==> config.mk <==
export PLATFORM = sky130hd
export DESIGN_NAME = dense_to_csr_converter_flat
export DESIGN_NICKNAME = d
export VERILOG_FILES = /design/src/hw/rtl/dtc_pkg.sv /design/src/hw/rtl/dtc_if.sv /design/src/hw/rtl/dtc_result_queue.sv /design/src/hw/rtl/dense_to_csr_converter.sv /design/src/flat_wrapper.sv
export SDC_FILE = /design/constraint.sdc
export NUM_CORES = 1
export LEC_CHECK = 0
export BUFFER_PORTS_ARGS = -buffer_cell sky130_fd_sc_hd__buf_4
export CORE_ASPECT_RATIO = 0.7
export CORE_MARGIN = 2
export CORE_UTILIZATION = 57
export CTS_BUF_LIST = sky130_fd_sc_hd__clkbuf_4
export CTS_CLUSTER_SIZE = 14
export DETAILED_ROUTE_END_ITERATION = 7
export MAX_ROUTING_LAYER = met4
export PLACE_DENSITY = 0.79
export REMOVE_ABC_BUFFERS = 1
export SETUP_SLACK_MARGIN = 0.4
export SLEW_MARGIN = 20
export SYNTH_ARGS = -nofsm -noshare
export SYNTH_HDL_FRONTEND = slang
export SYNTH_SLANG_ARGS = --single-unit
==> constraint.sdc <==
create_clock -name i_clk -period 8.1 [get_ports i_clk]
set_clock_uncertainty 0.1 [all_clocks]
set_input_delay 2.43 -clock i_clk [delete_from_list [all_inputs] [get_ports i_clk]]
set_output_delay 2.43 -clock i_clk [all_outputs]
set_load 0.005 [all_outputs]
==> src/hw/rtl/dtc_pkg.sv <==
package dtc_pkg;

    // Defaults for the top-level parameters
    localparam int MAX_ROWS_DEF   = 1024;
    localparam int MAX_COLS_DEF   = 1024;
    localparam int VALUE_BITS_DEF = 32;

    // Fixed field widths
    localparam int POS_BITS   = 21;
    localparam int COL_BITS   = 10;
    localparam int ROW_BITS   = 10;
    localparam int CNT_BITS   = 11;
    localparam int DIMREG_BITS = 11;
    localparam int EPS_BITS   = 31;
    // Dimension compares are done at this width so that any MAX_* fits
    localparam int DIM_BITS   = 17;

    // Configuration port
    localparam int CFG_IDX_BITS  = 4;
    localparam int CFG_DATA_BITS = 31;

    localparam logic [CFG_IDX_BITS-1:0] CFG_NUM_ROWS       = 4'd0;
    localparam logic [CFG_IDX_BITS-1:0] CFG_NUM_COLUMNS    = 4'd1;
    localparam logic [CFG_IDX_BITS-1:0] CFG_EPS            = 4'd2;
    localparam logic [CFG_IDX_BITS-1:0] CFG_DIAGONAL_FIRST = 4'd3;

    localparam logic [DIMREG_BITS-1:0] NUM_ROWS_RST    = 11'd1024;
    localparam logic [DIMREG_BITS-1:0] NUM_COLUMNS_RST = 11'd1024;

    // Result kinds
    localparam logic KIND_ENTRY   = 1'b0;
    localparam logic KIND_SUMMARY = 1'b1;

    // Result queue depth, power of two, at least 4
    localparam int QUEUE_DEPTH = 4;

    typedef logic [DIM_BITS-1:0] t_dim;

endpackage

==> src/hw/rtl/dtc_if.sv <==
interface dtc_in_if #(
    parameter int VALUE_BITS = dtc_pkg::VALUE_BITS_DEF
);
    logic                  valid;
    logic                  ready;
    logic [VALUE_BITS-1:0] value;

    modport source (output valid, output value, input ready);
    modport sink   (input valid, input value, output ready);
endinterface

interface dtc_out_if #(
    parameter int VALUE_BITS = dtc_pkg::VALUE_BITS_DEF
);
    logic                          valid;
    logic                          ready;
    logic                          kind;
    logic [dtc_pkg::POS_BITS-1:0]  position;
    logic [dtc_pkg::COL_BITS-1:0]  column;
    logic [VALUE_BITS-1:0]         entry_value;
    logic [dtc_pkg::ROW_BITS-1:0]  row_index;
    logic [dtc_pkg::CNT_BITS-1:0]  row_entries;
    logic                          last;

    modport source (output valid, output kind, output position, output column,
                    output entry_value, output row_index, output row_entries,
                    output last, input ready);
    modport sink   (input valid, input kind, input position, input column,
                    input entry_value, input row_index, input row_entries,
                    input last, output ready);
endinterface

interface dtc_cfg_if;
    logic                              valid;
    logic                              ready;
    logic [dtc_pkg::CFG_IDX_BITS-1:0]  index;
    logic [dtc_pkg::CFG_DATA_BITS-1:0] data;

    modport source (output valid, output index, output data, input ready);
    modport sink   (input valid, input index, input data, output ready);
endinterface

==> src/hw/rtl/dtc_result_queue.sv <==
module dtc_result_queue #(
    parameter int WORD_BITS = 8,
    parameter int DEPTH     = dtc_pkg::QUEUE_DEPTH
) (
    input  logic                         i_clk,
    input  logic                         i_rst_n,
    input  logic [1:0]                   i_push_cnt,
    input  logic [WORD_BITS-1:0]         i_word0,
    input  logic [WORD_BITS-1:0]         i_word1,
    input  logic                         i_pop,
    output logic                         o_valid,
    output logic [WORD_BITS-1:0]         o_word,
    output logic [$clog2(DEPTH+1)-1:0]   o_count
);

    localparam int PtrBits = $clog2(DEPTH);
    localparam int CntBits = $clog2(DEPTH + 1);

    logic [WORD_BITS-1:0] r_mem [DEPTH];
    logic [PtrBits-1:0]   r_head, n_head;
    logic [PtrBits-1:0]   r_tail, n_tail;
    logic [CntBits-1:0]   r_count, n_count;
    logic                 pop_ok;

    assign pop_ok  = i_pop && (r_count != '0);
    assign n_head  = pop_ok ? PtrBits'(r_head + 1'b1) : r_head;
    assign n_tail  = PtrBits'(r_tail + PtrBits'(i_push_cnt));
    assign n_count = CntBits'(r_count + CntBits'(i_push_cnt) - CntBits'(pop_ok));

    always_ff @(posedge i_clk) begin
        if (i_push_cnt != 2'd0) begin
            r_mem[r_tail] <= i_word0;
        end
        if (i_push_cnt == 2'd2) begin
            r_mem[PtrBits'(r_tail + 1'b1)] <= i_word1;
        end
    end

    always_ff @(posedge i_clk) begin
        if (!i_rst_n) begin
            r_head  <= '0;
            r_tail  <= '0;
            r_count <= '0;
        end else begin
            r_head  <= n_head;
            r_tail  <= n_tail;
            r_count <= n_count;
        end
    end

    assign o_valid = (r_count != '0);
    assign o_word  = r_mem[r_head];
    assign o_count = r_count;

`ifndef SYNTHESIS
    a_no_overflow: assert property (@(posedge i_clk) disable iff (!i_rst_n)
        (i_push_cnt != 2'd0) |-> ({1'b0, r_count} + (CntBits+1)'(i_push_cnt)
                                  <= (CntBits+1)'(DEPTH)))
        else $error("result queue overflow");

    a_count_tracks: assert property (@(posedge i_clk) disable iff (!i_rst_n)
        (i_push_cnt == 2'd0 && pop_ok) |=> r_count == $past(r_count) - 1'b1)
        else $error("result queue count out of step");

    a_tail_span: assert property (@(posedge i_clk) disable iff (!i_rst_n)
        PtrBits'(r_head + PtrBits'(r_count)) == r_tail)
        else $error("result queue pointers disagree with count");
`endif

endmodule

==> src/hw/rtl/dense_to_csr_converter.sv <==
// An accepted element is held in the input register, then turned into its results
// and written into the result queue, whose head word drives o_csr.
// One element per cycle is taken while the queue has room for two results;
// the output port moves one word per cycle while o_csr.ready is high, so a row
// end that also keeps an entry puts two words on the output.
// Reset (synchronous, active low): counters, registers to defaults, queue empty.
module dense_to_csr_converter #(
    parameter int MAX_ROWS   = dtc_pkg::MAX_ROWS_DEF,
    parameter int MAX_COLS   = dtc_pkg::MAX_COLS_DEF,
    parameter int VALUE_BITS = dtc_pkg::VALUE_BITS_DEF
) (
    input  logic        i_clk,
    input  logic        i_rst_n,
    dtc_cfg_if.sink     i_cfg,
    dtc_in_if.sink      i_elem,
    dtc_out_if.source   o_csr
);

    localparam int CmpBits  = (VALUE_BITS > dtc_pkg::EPS_BITS) ? VALUE_BITS
                                                              : dtc_pkg::EPS_BITS;
    localparam int Depth    = dtc_pkg::QUEUE_DEPTH;
    localparam int QCntBits = $clog2(Depth + 1);
    localparam dtc_pkg::t_dim MaxRows = dtc_pkg::DIM_BITS'(MAX_ROWS);
    localparam dtc_pkg::t_dim MaxCols = dtc_pkg::DIM_BITS'(MAX_COLS);

    typedef struct packed {
        logic                              kind;
        logic [dtc_pkg::POS_BITS-1:0]      position;
        logic [dtc_pkg::COL_BITS-1:0]      column;
        logic [VALUE_BITS-1:0]             entry_value;
        logic [dtc_pkg::ROW_BITS-1:0]      row_index;
        logic [dtc_pkg::CNT_BITS-1:0]      row_entries;
        logic                              last;
    } t_result;

    localparam int WordBits = $bits(t_result);

    // Configuration registers
    logic [dtc_pkg::DIMREG_BITS-1:0] r_num_rows;
    logic [dtc_pkg::DIMREG_BITS-1:0] r_num_cols;
    logic [dtc_pkg::EPS_BITS-1:0]    r_eps;
    logic                            r_diag_first;

    // Input register
    logic                  r_in_valid;
    logic [VALUE_BITS-1:0] r_in_value;

    // Row state
    logic [dtc_pkg::COL_BITS-1:0] r_col_count, n_col_count;
    logic [dtc_pkg::ROW_BITS-1:0] r_row_count, n_row_count;
    logic [dtc_pkg::POS_BITS-1:0] r_row_start, n_row_start;
    logic [dtc_pkg::CNT_BITS-1:0] r_row_fill,  n_row_fill;

    logic                         consume;
    logic [QCntBits-1:0]          q_count;
    logic                         q_valid;
    logic [WordBits-1:0]          q_word;
    logic [1:0]                   push_cnt;
    t_result                      entry_w, summary_w, word0, word1, head;

    dtc_pkg::t_dim                ncols, nrows;
    logic [VALUE_BITS-1:0]        mag;
    logic                         reserve, is_diag, keep, row_end, skip_slot;
    logic [dtc_pkg::CNT_BITS-1:0] fill_new;
    logic [dtc_pkg::POS_BITS-1:0] entry_pos, end_pos;

    // Configuration write
    assign i_cfg.ready = 1'b1;

    always_ff @(posedge i_clk) begin
        if (!i_rst_n) begin
            r_num_rows   <= dtc_pkg::NUM_ROWS_RST;
            r_num_cols   <= dtc_pkg::NUM_COLUMNS_RST;
            r_eps        <= '0;
            r_diag_first <= 1'b0;
        end else if (i_cfg.valid) begin
            case (i_cfg.index)
                dtc_pkg::CFG_NUM_ROWS:       r_num_rows   <= i_cfg.data[dtc_pkg::DIMREG_BITS-1:0];
                dtc_pkg::CFG_NUM_COLUMNS:    r_num_cols   <= i_cfg.data[dtc_pkg::DIMREG_BITS-1:0];
                dtc_pkg::CFG_EPS:            r_eps        <= i_cfg.data[dtc_pkg::EPS_BITS-1:0];
                dtc_pkg::CFG_DIAGONAL_FIRST: r_diag_first <= i_cfg.data[0];
                default: ;
            endcase
        end
    end

    // Zero acts as one, larger values saturate to the maximum
    always_comb begin
        ncols = dtc_pkg::DIM_BITS'(r_num_cols);
        if (r_num_cols == '0) begin
            ncols = dtc_pkg::DIM_BITS'(1);
        end else if (ncols > MaxCols) begin
            ncols = MaxCols;
        end
        nrows = dtc_pkg::DIM_BITS'(r_num_rows);
        if (r_num_rows == '0) begin
            nrows = dtc_pkg::DIM_BITS'(1);
        end else if (nrows > MaxRows) begin
            nrows = MaxRows;
        end
    end

    // Input stage: hold the word until the queue has room for two results
    assign consume      = r_in_valid && (q_count <= QCntBits'(Depth - 2));
    assign i_elem.ready = !r_in_valid || consume;

    always_ff @(posedge i_clk) begin
        if (!i_rst_n) begin
            r_in_valid <= 1'b0;
        end else if (i_elem.ready) begin
            r_in_valid <= i_elem.valid;
        end
    end

    always_ff @(posedge i_clk) begin
        if (i_elem.ready && i_elem.valid) begin
            r_in_value <= i_elem.value;
        end
    end

    // Element decode; the most negative value keeps its exact magnitude
    assign mag       = r_in_value[VALUE_BITS-1] ? VALUE_BITS'(~r_in_value + 1'b1)
                                                : r_in_value;
    assign reserve   = r_diag_first && (dtc_pkg::DIM_BITS'(r_row_count) < ncols);
    assign is_diag   = reserve && (r_col_count == r_row_count);
    assign keep      = is_diag || (CmpBits'(mag) > CmpBits'(r_eps));
    assign skip_slot = reserve && (r_col_count < r_row_count);
    assign row_end   = (dtc_pkg::DIM_BITS'(r_col_count) + 1'b1) >= ncols;
    assign fill_new  = keep ? dtc_pkg::CNT_BITS'(r_row_fill + 1'b1) : r_row_fill;
    assign entry_pos = is_diag ? r_row_start
                     : dtc_pkg::POS_BITS'(r_row_start + dtc_pkg::POS_BITS'(r_row_fill)
                                          + dtc_pkg::POS_BITS'(skip_slot));
    assign end_pos   = dtc_pkg::POS_BITS'(r_row_start + dtc_pkg::POS_BITS'(fill_new));

    always_comb begin
        entry_w.kind        = dtc_pkg::KIND_ENTRY;
        entry_w.position    = entry_pos;
        entry_w.column      = r_col_count;
        entry_w.entry_value = r_in_value;
        entry_w.row_index   = r_row_count;
        entry_w.row_entries = '0;
        entry_w.last        = !row_end;

        summary_w.kind        = dtc_pkg::KIND_SUMMARY;
        summary_w.position    = end_pos;
        summary_w.column      = '0;
        summary_w.entry_value = '0;
        summary_w.row_index   = r_row_count;
        summary_w.row_entries = fill_new;
        summary_w.last        = 1'b1;

        word0 = keep ? entry_w : summary_w;
        word1 = summary_w;
    end

    assign push_cnt = consume ? (2'(keep) + 2'(row_end)) : 2'd0;

    // Counter update
    always_comb begin
        n_col_count = r_col_count;
        n_row_count = r_row_count;
        n_row_start = r_row_start;
        n_row_fill  = fill_new;
        if (row_end) begin
            n_col_count = '0;
            n_row_fill  = '0;
            if ((dtc_pkg::DIM_BITS'(r_row_count) + 1'b1) >= nrows) begin
                n_row_count = '0;
                n_row_start = '0;
            end else begin
                n_row_count = dtc_pkg::ROW_BITS'(r_row_count + 1'b1);
                n_row_start = end_pos;
            end
        end else begin
            n_col_count = dtc_pkg::COL_BITS'(r_col_count + 1'b1);
        end
    end

    always_ff @(posedge i_clk) begin
        if (!i_rst_n) begin
            r_col_count <= '0;
            r_row_count <= '0;
            r_row_start <= '0;
            r_row_fill  <= '0;
        end else if (consume) begin
            r_col_count <= n_col_count;
            r_row_count <= n_row_count;
            r_row_start <= n_row_start;
            r_row_fill  <= n_row_fill;
        end
    end

    dtc_result_queue #(
        .WORD_BITS (WordBits),
        .DEPTH     (Depth)
    ) u_queue (
        .i_clk      (i_clk),
        .i_rst_n    (i_rst_n),
        .i_push_cnt (push_cnt),
        .i_word0    (word0),
        .i_word1    (word1),
        .i_pop      (o_csr.ready),
        .o_valid    (q_valid),
        .o_word     (q_word),
        .o_count    (q_count)
    );

    assign head              = t_result'(q_word);
    assign o_csr.valid       = q_valid;
    assign o_csr.kind        = head.kind;
    assign o_csr.position    = head.position;
    assign o_csr.column      = head.column;
    assign o_csr.entry_value = head.entry_value;
    assign o_csr.row_index   = head.row_index;
    assign o_csr.row_entries = head.row_entries;
    assign o_csr.last        = head.last;

`ifndef SYNTHESIS
    a_row_end_clears: assert property (@(posedge i_clk) disable iff (!i_rst_n)
        (consume && row_end) |=> (r_col_count == '0 && r_row_fill == '0))
        else $error("row end did not clear column and fill counters");

    a_fill_bound: assert property (@(posedge i_clk) disable iff (!i_rst_n)
        r_row_fill <= dtc_pkg::CNT_BITS'(r_col_count))
        else $error("row fill exceeds columns seen");

    a_hold_word: assert property (@(posedge i_clk) disable iff (!i_rst_n)
        (r_in_valid && !consume) |=> (r_in_valid && $stable(r_in_value)))
        else $error("held input word lost or changed");

    a_two_needs_summary: assert property (@(posedge i_clk) disable iff (!i_rst_n)
        (push_cnt == 2'd2) |-> (keep && row_end))
        else $error("two results pushed without entry and row end");
`endif

endmodule

==> src/flat_wrapper.sv <==
// flat-port wrapper written by rule: the top's interface ports become plain ports
module dense_to_csr_converter_flat 
#(
    parameter int MAX_ROWS   = dtc_pkg::MAX_ROWS_DEF,
    parameter int MAX_COLS   = dtc_pkg::MAX_COLS_DEF,
    parameter int VALUE_BITS = dtc_pkg::VALUE_BITS_DEF
)
  (i_clk, i_rst_n, i_cfg_valid, i_cfg_index, i_cfg_data, i_cfg_ready, i_elem_valid, i_elem_value, i_elem_ready, o_csr_valid, o_csr_kind, o_csr_position, o_csr_column, o_csr_entry_value, o_csr_row_index, o_csr_row_entries, o_csr_last, o_csr_ready);
  dtc_cfg_if i_cfg_i ();
  dtc_in_if #(.VALUE_BITS(VALUE_BITS)) i_elem_i ();
  dtc_out_if #(.VALUE_BITS(VALUE_BITS)) o_csr_i ();
  input  logic i_clk;
  input  logic i_rst_n;
  input wire logic [$bits(i_cfg_i.valid)-1:0] i_cfg_valid;
  input wire logic [$bits(i_cfg_i.index)-1:0] i_cfg_index;
  input wire logic [$bits(i_cfg_i.data)-1:0] i_cfg_data;
  output wire logic [$bits(i_cfg_i.ready)-1:0] i_cfg_ready;
  input wire logic [$bits(i_elem_i.valid)-1:0] i_elem_valid;
  input wire logic [$bits(i_elem_i.value)-1:0] i_elem_value;
  output wire logic [$bits(i_elem_i.ready)-1:0] i_elem_ready;
  output wire logic [$bits(o_csr_i.valid)-1:0] o_csr_valid;
  output wire logic [$bits(o_csr_i.kind)-1:0] o_csr_kind;
  output wire logic [$bits(o_csr_i.position)-1:0] o_csr_position;
  output wire logic [$bits(o_csr_i.column)-1:0] o_csr_column;
  output wire logic [$bits(o_csr_i.entry_value)-1:0] o_csr_entry_value;
  output wire logic [$bits(o_csr_i.row_index)-1:0] o_csr_row_index;
  output wire logic [$bits(o_csr_i.row_entries)-1:0] o_csr_row_entries;
  output wire logic [$bits(o_csr_i.last)-1:0] o_csr_last;
  input wire logic [$bits(o_csr_i.ready)-1:0] o_csr_ready;
  assign i_cfg_i.valid = i_cfg_valid;
  assign i_cfg_i.index = i_cfg_index;
  assign i_cfg_i.data = i_cfg_data;
  assign i_cfg_ready = i_cfg_i.ready;
  assign i_elem_i.valid = i_elem_valid;
  assign i_elem_i.value = i_elem_value;
  assign i_elem_ready = i_elem_i.ready;
  assign o_csr_valid = o_csr_i.valid;
  assign o_csr_kind = o_csr_i.kind;
  assign o_csr_position = o_csr_i.position;
  assign o_csr_column = o_csr_i.column;
  assign o_csr_entry_value = o_csr_i.entry_value;
  assign o_csr_row_index = o_csr_i.row_index;
  assign o_csr_row_entries = o_csr_i.row_entries;
  assign o_csr_last = o_csr_i.last;
  assign o_csr_i.ready = o_csr_ready;
  dense_to_csr_converter #(.MAX_ROWS(MAX_ROWS), .MAX_COLS(MAX_COLS), .VALUE_BITS(VALUE_BITS)) u_core (.i_clk(i_clk), .i_rst_n(i_rst_n), .i_cfg(i_cfg_i), .i_elem(i_elem_i), .o_csr(o_csr_i));
endmodule
==> metrics.csv <==
metric;value;unit
clk_pin_slew;0.06;ns
synth.largest_area_cell;edfxtp_1;
async_flop_share;0;%
syn-cell-area;0.02500;sq mm
gp_congestion;0.9934;
dieHeight;179.2;um
placedCellCount;2939;
fin_nets;2652;
start_util;57.50;%
antenna_found_initial;1;
fp.dieW;254.3;um
fillers;3315;
worstSetupPathType;reg -> reg;
ys_seq_elements;492;
startpoint_type;flop;
power.density;236.3;mW/mm^2
netlist.area_leader.share;24.02;%
met3_usage;7.956;%
grtUsageMet1;48.55;%
fmaxAchievable;134.4;MHz
antenna_left;0;
synth_edf_count;200;
drc;0;
clkLatencyLatePin;0.91;ns
p_leak;0.01006;uW
reg2reg_slack;0.66;ns
yosysWarnings;0;
ys.flop_type;dfxtp_1;
core;0.04348;sq mm
grt.total_usage;33.83;%
rsz0062_at_grt;false;
grt_max_degree;88;
tns;0;ns
placementRows;64;
syn_to_final_growth;13.78;%
grt_pass1_vias;19880;
cp_max_fo;17;
drt_iter0_markers;2817;
syn_area_per_cell;10.80;sq um
htree_levels;3;
grt_use_met2;47.32;%
slew_headroom;24.42;%
cts.sinks;492;
yosys-top-cells-area;edfxtp_1, dfxtp_1, mux4_2;
outcome;finished, final reports clean;
vias;21080;
end_kind;flop;
cts_root_buffer;clkbuf_4;
yosysUniqueCellTypes;83;
ys_seq_area_share;47.40;%
worst_slew_pin_slew;1.122;ns
firstDrtPassIters;6;
wl_per_cell;24.19;um
totalWireLength;76610;um
num_io_pins;161;
power;6721;uW
numCtsBuffers;119;
hold_viol_final;0;
cap_violations;0;
fin_crit_sh;91.86;%
vdd_ir_drop_max;0.0004471;V
cp.arrival;7.92;ns
portBuffers;159;
synthCells;2314;
avgViaCountPerCell;6.656;
dpl_cell_area;0.02669;sq mm
cts_tree;yes;
dieArea;0.04558;sq mm
min_period;7.441;ns
drive_above_1_share;22.28;%
hp-class;reg -> reg;
setup-violations-final;0;
stdcell_count;3167;
fin_area;0.02845;sq mm
clockBufferDepth;3;
required;8.58;ns
busiest_layer;met1;
whs;0.3538;ns
grt.overflow.total;0;
grt_pass1_wl;114200;um
slew_violations;0;
hpwl;49930;um
[worst paths after layout]
path	from	endpoint	cells after the start
setup reg to reg	u_core.r_in_value[11]	u_core.u_queue.r_mem[1][78]	24
hold / removal	u_core.u_queue.r_mem[2][54]	u_core.u_queue.r_mem[2][54]	2
setup / recovery	u_core.r_in_value[11]	u_core.u_queue.r_mem[1][78]	24
hold reg to reg	u_core.u_queue.r_mem[2][54]	u_core.u_queue.r_mem[2][54]	2
[worst max-delay path: stages (launching register included)]
cell	delay, ns
edfxtp_1	0.49
or4_4	0.56
or4_4	0.54
or2_2	0.38
o41ai_1	0.36
xnor2_1	0.15
ha_1	0.22
a21o_1	0.18
a21o_1	0.20
a2111oi_1	0.39
a31oi_1	0.23
o31ai_4	0.36
nand2_2	0.15
inv_2	0.19
buf_6	0.27
or3_4	0.22
nand2_1	0.06
ha_1	0.35
a21o_1	0.22
nor3_1	0.16
nand3_1	0.18
nand3_1	0.21
nand2_1	0.16
a32oi_1	0.62
o22ai_1	0.18
[power breakdown]
| group | switching, uW | leakage, uW | internal (uW) |
|---|---|---|---|
| logic | 795 | 0.00509 | 815 |
| clock network | 1050 | 0.000934 | 1080 |
| registers | 171 | 0.00403 | 2810 |
| total | 2010 | 0.0101 | 4710 |
[placed cells by master (no fill, tap or decap), drive strengths merged, types with 32 or more instances in the layout]
master / count
dfxtp: 292
buf: 216
nand2: 207
edfxtp: 200
clkbuf: 187
a22o: 165
nor2: 123
ha: 104
o22ai: 91
mux4: 86
o21ai: 84
inv: 80
a21oi: 64
nand3: 57
a21boi: 54
xnor2: 48
nor2b: 38
clkinv: 35
nor3: 32
[routing by layer]
metal	share of wire (%)	vias up	routed length (um)
li1	-	9172	-
met1	43	10320	32670
met2	43	1408	32740
met3	12	176	9120
met4	2.7	0	2082
met5	0	-	0
[state kept, by name, summed over array words and instances, names as in the netlist, named ones only]
name                    cells
u_core.u_queue.r_mem      344
u_core.r_in_value          32
u_core.r_eps               31
u_core.r_row_start         21
u_core.r_num_cols          11
u_core.r_num_rows          11
u_core.r_row_fill          11
u_core.r_col_count         10
u_core.r_row_count         10
u_core.u_queue.o_count      3
u_core.u_queue.r_head       2
u_core.u_queue.r_tail       2
u_core.r_diag_first         1
u_core.r_in_valid           1
[synthesized netlist by cell type, types with 11 or more instances]
cell type / n
nand4_1: 18
nand3_1: 57
mux4_2: 86
clkbuf_1: 123
mux2i_1: 27
edfxtp_1: 200
a221oi_1: 20
nor2b_1: 38
a21oi_1: 60
ha_1: 104
nor4_1: 16
o21a_1: 17
o22ai_1: 91
nor3_1: 31
nor2_1: 120
buf_2: 34
xnor2_1: 48
a22o_1: 165
nand2b_1: 11
or3_1: 14
and3_1: 23
dfxtp_1: 292
o211ai_1: 12
o21ai_0: 77
nand2_1: 206
o2bb2ai_1: 22
a21o_1: 14
buf_1: 15
nand3b_1: 13
a21boi_0: 54
o31ai_1: 25
and2_1: 22
xor2_1: 19
inv_1: 75
[final cells by class]
class	count	area, sq um	share of cell area [%]
Inverter	85	319.1	1.122
Timing Repair Buffer	216	1650	5.802
Clock inverter	34	178.9	0.6290
Sequential cell	492	11860	41.69
Antenna cell	1	2.502	0.008797
Multi-Input combinational cell	1558	12290	43.20
Tap cell	594	743.2	2.613
Clock buffer	187	1404	4.935
[what timing repair did]
action / CTS / global route
endpoints found under the hold margin: 0 / 0
setup buffers: 0 / 6
setup endpoints to repair: 26 / 157
resized for setup: 5 / 17
hold buffers: 0 / 0
[per-stage QoR]
stage	worst slack [ns]	util [%]
final	0.6594	65.42
after global routing	0.3550	65.42
after CTS	0.4326	65.08
after detailed placement	0.2401	61.39
after global placement	0.4466	61.37
after floorplan	-3.197	-
[logic make-up after synthesis]
logic type / after synthesis / share of synthesized area, %
AO/OA/AOI/OAI: 657 / 19.54
XOR/XNOR: 67 / 2.347
adder cells (fa/ha/maj): 108 / 5.525
buffers and inverters: 264 / 4.284
flip-flops: 492 / 47.40
multiplexers: 119 / 9.113
other: 1 / 0.01500
AND/OR/NAND/NOR: 606 / 11.78
(Power assumes the default switching activity.)
